===== src/rrse_pkg.sv =====
// Shared types, constants and helpers of the rectangle region set engine.
// Depends on nothing; rrse_cut and the core refer to it by scoped names.
`default_nettype none
package rrse_pkg;

  localparam int CAPACITY  = 256;
  localparam int IDX_BITS  = $clog2(CAPACITY);
  localparam int CNT_BITS  = IDX_BITS + 1;
  localparam int ADDR_BITS = IDX_BITS + 1;

  localparam logic [2:0] FN_CLEAR     = 3'd0;
  localparam logic [2:0] FN_ASSIGN    = 3'd1;
  localparam logic [2:0] FN_INCLUDE   = 3'd2;
  localparam logic [2:0] FN_EXCLUDE   = 3'd3;
  localparam logic [2:0] FN_INTERSECT = 3'd4;
  localparam logic [2:0] FN_QOVER     = 3'd5;
  localparam logic [2:0] FN_QPOINT    = 3'd6;
  localparam logic [2:0] FN_READ      = 3'd7;

  localparam logic [1:0] ST_OK  = 2'd0;
  localparam logic [1:0] ST_CAP = 2'd1;
  localparam logic [1:0] ST_IDX = 2'd2;

  typedef struct packed {
    logic signed [31:0] l;
    logic signed [31:0] t;
    logic signed [31:0] r;
    logic signed [31:0] b;
  } rect_t;

  typedef struct packed {
    logic             overlap;
    logic [3:0]       valid;
    rect_t [3:0]      pcs;
    logic             clip_ok;
    rect_t            clip;
  } cut_t;

  function automatic logic signed [31:0] sat_add(input logic signed [31:0] a,
                                                 input logic signed [31:0] b);
    logic signed [32:0] s;
    s = {a[31], a} + {b[31], b};
    if (s[32] != s[31]) begin
      sat_add = s[32] ? 32'sh8000_0000 : 32'sh7FFF_FFFF;
    end else begin
      sat_add = s[31:0];
    end
  endfunction

endpackage
`default_nettype wire


===== src/rrse_cut.sv =====
// Geometry unit: splits a stored rectangle around an operand, clips it, tests overlap.
// Depends on rrse_pkg.
`default_nettype none
module rrse_cut (
  input  wire rrse_pkg::rect_t a,
  input  wire rrse_pkg::rect_t o,
  output rrse_pkg::cut_t       res
);
  logic signed [31:0] at2, ab2;
  logic               apart;

  always_comb begin
    apart = (o.r <= a.l) || (a.r <= o.l) || (o.b <= a.t) || (a.b <= o.t);
    at2 = (o.t > a.t) ? o.t : a.t;
    ab2 = (o.b < a.b) ? o.b : a.b;
    res.overlap = !apart;
    res.pcs[0] = a;
    res.pcs[1] = '{l: a.l, t: o.b, r: a.r, b: a.b};
    res.pcs[2] = '{l: a.l, t: at2, r: o.l, b: ab2};
    res.pcs[3] = '{l: o.r, t: at2, r: a.r, b: ab2};
    if (apart) begin
      res.valid = 4'b0001;
    end else begin
      res.pcs[0] = '{l: a.l, t: a.t, r: a.r, b: o.t};
      res.valid  = {o.r < a.r, o.l > a.l, o.b < a.b, o.t > a.t};
    end
    res.clip.l = (a.l > o.l) ? a.l : o.l;
    res.clip.t = (a.t > o.t) ? a.t : o.t;
    res.clip.r = (a.r < o.r) ? a.r : o.r;
    res.clip.b = (a.b < o.b) ? a.b : o.b;
    res.clip_ok = (res.clip.l <= res.clip.r) && (res.clip.t <= res.clip.b);
  end
endmodule
`default_nettype wire


===== config.mk =====
export PLATFORM = sky130hd
export DESIGN_NAME = rrse_cut
export DESIGN_NICKNAME = d
export VERILOG_FILES = /design/src/rrse_pkg.sv /design/src/rrse_cut.sv
export SDC_FILE = /design/constraint.sdc
export NUM_CORES = 1
export LEC_CHECK = 0
export ABC_AREA = 1
export BUFFER_PORTS_ARGS = -buffer_cell sky130_fd_sc_hd__buf_2
export CAP_MARGIN = 40
export CORE_AREA = 2 2 352 354
export DETAILED_ROUTE_END_ITERATION = 6
export DIE_AREA = 0 0 354 356
export GPL_ROUTABILITY_DRIVEN = 0
export PLACE_DENSITY_LB_ADDON = 0.05
export SLEW_MARGIN = 20
export SYNTH_ARGS = -nofsm -noshare
export SYNTH_HDL_FRONTEND = slang
export SYNTH_SLANG_ARGS = --single-unit

===== constraint.sdc =====
create_clock -name vclk -period 6.15
set_clock_uncertainty 0.1 [all_clocks]
set_input_delay 1.845 -clock vclk [all_inputs]
set_output_delay 1.845 -clock vclk [all_outputs]
set_load 0.05 [all_outputs]

==> results of run 1 <==
## Yosys cell counts, drive strengths merged
library cell  count  area (sq um)
nand2           676          2560
buf             466          3430
ha              320          4000
inv             290          1090
o21ai           207          1040
a21oi           155           780
nand4           133           832
nor2             75           299
nand3            63           343
clkbuf           26          98.8
o21a             14           105
nor3              9          50.1
a211oi            8          60.1
nor4              7          75.1
o211ai            6          45.0
a21o              3          22.5
nand3b            3          22.5
and2              1          6.26
o21bai            1          7.51
## layout make-up
cell class                 instances  area, sq um
antenna                            5         12.5
fill                           13700        90900
inverter                         290         1180
multi-input combinational       1681        13900
tap                             1637         2050
timing repair buffer            1701        14600
## critical path, delay by kind of cell
| family | cells | cell delay [ns] |
|---|---|---|
| buf+inv | 13 | 1.66 |
| simple gates | 13 | 1.51 |
| fa+ha+maj | 2 | 0.45 |
| compound gates | 1 | 0.23 |
## routing by layer
metal  track usage, %  share of wire (%)  wire [um]  vias up
met2             33.1                 51      61700      645
met3             2.72                4.6       5610       64
li1                 -                  -          -    10200
met5                0              0.026         32        -
met4             2.63                1.5       1780        4
met1             22.3                 43      52300     9907
## worst max-delay path by stage
stage | to
floorplan | res[128]
global route | res[128]
finish | res[128]
CTS | res[128]
detailed placement | res[128]
global placement | res[128]
## stage by stage
stage               std cells  instance area (sq um)  worst slack, ns
CTS                      5232                  28500            -1.49
global route             5313                  31700            -1.78
detailed placement       5146                  24700            -2.41
finish                   5314                  31700            -1.52
floorplan                2463                  15400           -0.623
global placement         5146                  24700            -2.38
## what timing repair did
action / CTS / global route
endpoints found under the setup margin: 294 / 291
resized for setup: 687 / 655
pin swaps: 134 / 172
buffers inserted: 74 / 85
gates cloned: 17 / 4
## report_power, final
group | leakage [nW] | total (mW) | switching, mW | internal, mW
registers | 0 | 0 | 0 | 0
logic | 16.3 | 6.07 | 3.76 | 2.31
clock network | 0.0000317 | 0.000000110 | 0 | 0.000000110
## logic make-up after synthesis
family	after synthesis	share of synthesized area, %
compound gates	394	13.8
fa+ha+maj	320	26.9
buf+inv	782	31.1
simple gates	967	28.2
==> out/qor.csv, run 1 <==
metric,value,unit
status,"finished, violations left",
violations,setup timing,
path_class,input pin to output port,
cts_hold_buf,0,
initial_core_util,12.1,%
min_period_over_period,125,%
dpl.hpwl,101,mm
grt_pass1_vias,21000,
num_vias,20800,
fmax,130,MHz
antenna_found_initial,18,
avgViaCountPerCell,3.92,
n_clock_buffer,0,
drt_iter0_drc,991,
fin_crit,7.67,ns
start_kind,input pin,
final_nets,4250,
crit_arrival,5.73,ns
dieArea,126000,sq um
worstPathRequired,4.20,ns
synth_seq_area_share,0,%
drt_wl_total,121,mm
holdCritPathClass,input pin to output port,
mostFrequentLayoutCells,"636 x buf_4, 631 x buf_2, 436 x nand2_1",
power_density,191,nW/um^2
whs,3.92,ns
drc_errors,0,
cpPeakStageDelay,0.27,ns
pin_count,902,
holdPathEnd,res[435],
grt_util_all_layers,18.0,%
setup_violations,237,
drv_slew,0,
startpoint,o[126],
hold_violations,0,
synthesis.area,14900,sq um
synth_warnings,0,
nFlopsAndLatches,0,
ant_nets,0,
critPathMaxFanout,6,
synth_cell_type_count,33,
grt_max_degree,30,
synth_cells,2463,
tns,-27.98,ns
vdd_ir_drop_max,122,uV
grt_overflow_total,0,
io_buffer_count,902,
die_y,356,um
wire_per_inst,22.8,um
grt_pass1_wl,162,mm
layout_commonest_cell,buf_4,
dr.pass1.iters,7,
drive_above_1_share,63.8,%
seq_area,0,sq um
p_leak,16.3,nW
min_from,o[114],
final_util,25.9,%
synth_fp_nets,3039,
total_power,6.07,mW
worst_slew_margin_rel,63.0,%
synth_area_per_cell,6.03,sq um
grt_setup_unrepaired,true,
syn2layout_area_growth,114,%
max_slew.worst_pin.slew,0.553,ns
hold_depth,2,
design.core.area,123000,sq um
die-width,354,um
endpoint_kind,output port,
crit_slowest_cell,nor4_4,
cap_violations,0,
fin_ws,-1.52,ns
rows,129,
Power figures use the tool's default switching activity.
==> inputs of run 2 (changes only) <==
Settings changed: CELL_PAD_IN_SITES_DETAIL_PLACEMENT from default to 0, CELL_PAD_IN_SITES_GLOBAL_PLACEMENT from default to 1, CORE_AREA 2 2 352 354 to 2 2 355 357, DIE_AREA 0 0 354 356 to 0 0 357 359.
==> out/qor.csv, run 2 (synthesis results as in run 1) <==
metric,value,unit
cap_violations,0,
fmax,133,MHz
hold_depth,2,
antenna_found_initial,19,
final_nets,4242,
placedCellCount,5175,
endpoint_kind,output port,
holdCritPathClass,input pin to output port,
p_comb_share,100.0,%
internal-power,2.42,mW
num_vias,20800,
pin_count,902,
worstPathRequired,4.20,ns
drv_slew,0,
initial_core_util,11.9,%
power_density,200,nW/um^2
drt_wl_total,123,mm
sw_frac_of_total,61.4,%
dr_wl_met3,6.15,mm
n_clock_buffer,0,
fin_ws,-1.38,ns
layout_commonest_cell,buf_4,
avgViaCountPerCell,3.91,
max_slew.worst_pin.slew,0.486,ns
min_period_over_period,122,%
wl_met1,54.3,mm
rows,130,
p_sw,3.86,mW
dpl.hpwl,101,mm
dieArea,128000,sq um
worst_slew_margin_rel,67.3,%
cts_hold_buf,0,
grt_pass1_vias,20700,
vdd_ir_drop_max,113,uV
critPathMaxFanout,7,
setup_violations,246,
placed_cell_area,24700,sq um
wire_per_inst,23.0,um
wl_met2,60.0,mm
die-width,357,um
hold_violations,0,
io_buffer_count,902,
violations,setup timing,
grt_max_degree,34,
start_kind,input pin,
design.core.area,125000,sq um
post_layout_nonfiller_instances,5322,
ant_nets,0,
path_class,input pin to output port,
routed.top_layer,met5,
nFillCells,13900,
finalInstanceArea,31500,sq um
status,"finished, violations left",
die_y,359,um
grt_util_all_layers,17.1,%
share_seq_of_total_power,0,%
final_util,25.2,%
min_from,o[126],
drc_errors,0,
grt_pass1_wl,158,mm
drive_above_1_share,61.9,%
grt_overflow_total,0,
crit_arrival,5.58,ns
fin_crit,7.53,ns
syn2layout_area_growth,112,%
p_leak,16.5,nW
mostFrequentLayoutCells,"667 x buf_4, 619 x buf_2, 440 x nand2_1",
pwr-share-clk,0,%
whs,3.91,ns
drt_iter0_drc,858,
holdPathEnd,res[447],
grt_setup_unrepaired,true,
seq_area,0,sq um
nFlopsAndLatches,0,
dr.pass1.iters,5,
[run 2: worst max path at each step]
| stage | depth (start not counted) | endpoint | slack, ns | start |
|---|---|---|---|---|
| final | 24 | res[128] | -1.38 | o[87] |
| after global placement | 28 | res[128] | -2.74 | o[38] |
| after floorplan | 21 | res[128] | -0.62 | o[127] |
| after global routing | 26 | res[128] | -1.56 | o[105] |
| after CTS | 27 | res[128] | -1.55 | o[31] |
| after detailed placement | 27 | res[128] | -2.71 | o[38] |
[run 2: routing by layer]
layer / vias up / track usage (%)
li1: 10200 / -
met1: 9856 / 21.7
met2: 649 / 30.7
met3: 86 / 2.89
met4: 12 / 2.01
met5: - / 0
[run 2: area by class of cell]
class	instances	area, sq um	share of cell area [%]
multi-input cells	1682	13800	43.8
diodes	8	20.0	0.0636
inverters	290	1130	3.58
well taps	1650	2060	6.56
repair buffers	1692	14500	46.0
[run 2: worst max-delay path: stages]
cell and delay [ns]:
buf_2 0.10, inv_1 0.07, ha_4 0.28, nand4_1 0.17
nor4_4 0.40, buf_4 0.22, nand2_4 0.08, nand2_4 0.09
nand2_4 0.07, nand2_8 0.15, nand2_8 0.13, buf_12 0.17
nand2_4 0.07, nand2_4 0.06, ha_4 0.25, nand4_1 0.18
nor4_4 0.45, buf_4 0.20, nand2_4 0.06, nand3_4 0.06
nand3_4 0.12, nand2_8 0.11, clkinvlp_4 0.09, buf_8 0.15
[run 2: what timing repair did]
item / 4_1_cts / 5_1_grt
gates cloned: 10 / 21
setup endpoints to repair: 294 / 293
buffers inserted: 24 / 90
resized for setup: 290 / 1137
pin swaps: 49 / 160
[run 2: power by group through the flow]
stage | Sequential (mW) | Clock, mW | Combinational, mW
after global placement | 0 | 0 | 4.95
after detailed placement | 0 | 0 | 4.95
after CTS | 0 | 0 | 5.34
final | 0 | 0.000000165 | 6.28
after floorplan | 0 | 0 | 3.05
after global routing | 0 | 0.000000109 | 6.63
[run 2: through the flow]
step	worst slack, ns	power, mW	TNS (ns)
6_report	-1.38	6.28	-29.24
2_1_floorplan	-0.623	3.05	-15.40
3_3_place_gp	-2.74	4.95	-194.80
5_1_grt	-1.56	6.63	-65.00
3_5_place_dp	-2.71	4.95	-182.25
4_1_cts	-1.55	5.34	-91.47
==> inputs of run 3 (changes only) <==
Settings changed: GPL_TIMING_DRIVEN from default to 0.
==> out/qor.csv, run 3 (synthesis results as in run 1) <==
metric,value,unit
drc_errors,0,
drt_iter0_drc,733,
layout_commonest_cell,buf_2,
dieArea,128000,sq um
grt_pass1_vias,20300,
seq_area,0,sq um
crit_arrival,5.57,ns
status,"finished, violations left",
fmax,133,MHz
rows,130,
die-width,357,um
grt_setup_unrepaired,true,
final_nets,4078,
wire_per_inst,22.5,um
fin_crit,7.52,ns
critPathMaxFanout,9,
dpl.hpwl,98.5,mm
start_kind,input pin,
crit_chain,buf_8 -> inv_4 -> ha_4 -> nand4_1 -> nor4_4 -> buf_4 -> buf_6 -> nand4_1 -> buf_6 -> clkbuf_1 -> buf_6 -> nand3_1 -> nand2_4 -> ha_1 -> nand4_1 -> nor3_1 -> nand3_1 -> nand3_4 -> nand2_8 -> clkinvlp_4 -> buf_8,
setup_violations,222,
dr.pass1.iters,7,
path_class,input pin to output port,
final_util,22.8,%
grt_max_degree,11,
cap_violations,0,
cpPeakStageDelay,0.45,ns
critical_path_buf_inv_count,9,
io_buffer_count,902,
grt_util_all_layers,17.1,%
drv_slew,0,
holdCritPathClass,input pin to output port,
worstPathRequired,4.20,ns
power_density,195,nW/um^2
p_leak,15.0,nW
total_power,5.53,mW
fin_ws,-1.37,ns
worst_slew_margin_rel,62.2,%
whs,3.99,ns
initial_core_util,11.9,%
drive_above_1_share,59.3,%
antenna_found_initial,8,
crit_slowest_cell,nor3_1,
grt_overflow_total,0,
die_y,359,um
grt_pass1_wl,158,mm
hold_violations,0,
share_seq_of_total_power,0,%
min_period_over_period,122,%
ant_nets,0,
sw_frac_of_total,66.3,%
p_sw,3.67,mW
vdd_ir_drop_max,102,uV
drt_wl_total,116,mm
max_slew.worst_pin.slew,0.562,ns
violations,setup timing,
n_clock_buffer,0,
design.core.area,125000,sq um
nFlopsAndLatches,0,
mostFrequentLayoutCells,"630 x buf_2, 578 x buf_4, 497 x nand2_1",
nFillCells,14100,
pwr-share-clk,0,%
syn2layout_area_growth,91.3,%
cts_hold_buf,0,
avgViaCountPerCell,3.90,
internal-power,1.86,mW
path_delay_family,simple AND/OR/NAND/NOR gates,
p_comb_share,100.0,%
pin_count,902,
num_vias,20100,
endpoint_kind,output port,
-- run 3: cell types whose count changed in the layout (fill, tap and decap cells not counted), sizes merged --
cell	before	now
clkinvlp	1	2
inv	289	288
diode	8	3
clkbuf	21	50
nand2	677	676
buf	1670	1478
-- run 3: power groups by stage --
| stage | registers [mW] | clock network, mW | logic [mW] |
|---|---|---|---|
| 6_report | 0 | 0.000000116 | 5.53 |
| 5_1_grt | 0 | 0.0000000598 | 5.89 |
| 4_1_cts | 0 | 0 | 5.21 |
| 3_5_place_dp | 0 | 0 | 4.49 |
| 3_3_place_gp | 0 | 0 | 4.48 |
| 2_1_floorplan | 0 | 0 | 3.05 |
-- run 3: routing by layer --
layer	up-vias	track usage [%]	wire, um
li1	9856	-	-
met1	9615	22.4	52600
met2	582	31.0	57400
met3	36	2.10	5030
met4	4	1.04	905
met5	-	0	21
-- run 3: final cells by class --
| cell class | instances | area, sq um | share of cell area, % |
|---|---|---|---|
| multi-input cells | 1681 | 13400 | 47.2 |
| repair buffers | 1041 | 7750 | 27.3 |
| plain buffers | 488 | 4020 | 14.1 |
| well taps | 1650 | 2060 | 7.26 |
| inverters | 290 | 1160 | 4.07 |
| diodes | 3 | 7.51 | 0.0264 |
-- run 3: worst paths after layout --
path / start / endpoint / slack, ns / cells past startpoint
setup / recovery: o[95] / res[128] / -1.37 / 21
hold / removal: a[28] / res[157] / 3.99 / 4
-- run 3: repair_timing --
action,in CTS,in global routing
gates cloned,6,2
setup buffers,77,49
endpoints found under the setup margin,294,292
pin swaps,102,128
gates resized for setup,890,581
-- run 3: worst min-delay path: stages --
cell     delay (ns)
buf_12         0.13
nand2_1        0.06
nand2_1        0.05
buf_6          0.15
-- run 3: stage by stage --
step / setup TNS [ns] / std cells / instance area (sq um) / worst slack, ns
2_1_floorplan: -15.40 / 2463 / 15400 / -0.623
3_3_place_gp: -354.93 / 5015 / 22000 / -3.69
3_5_place_dp: -351.05 / 5020 / 22000 / -3.55
4_1_cts: -59.64 / 5102 / 26100 / -1.39
5_1_grt: -53.30 / 5151 / 28400 / -1.45
6_report: -26.22 / 5153 / 28400 / -1.37
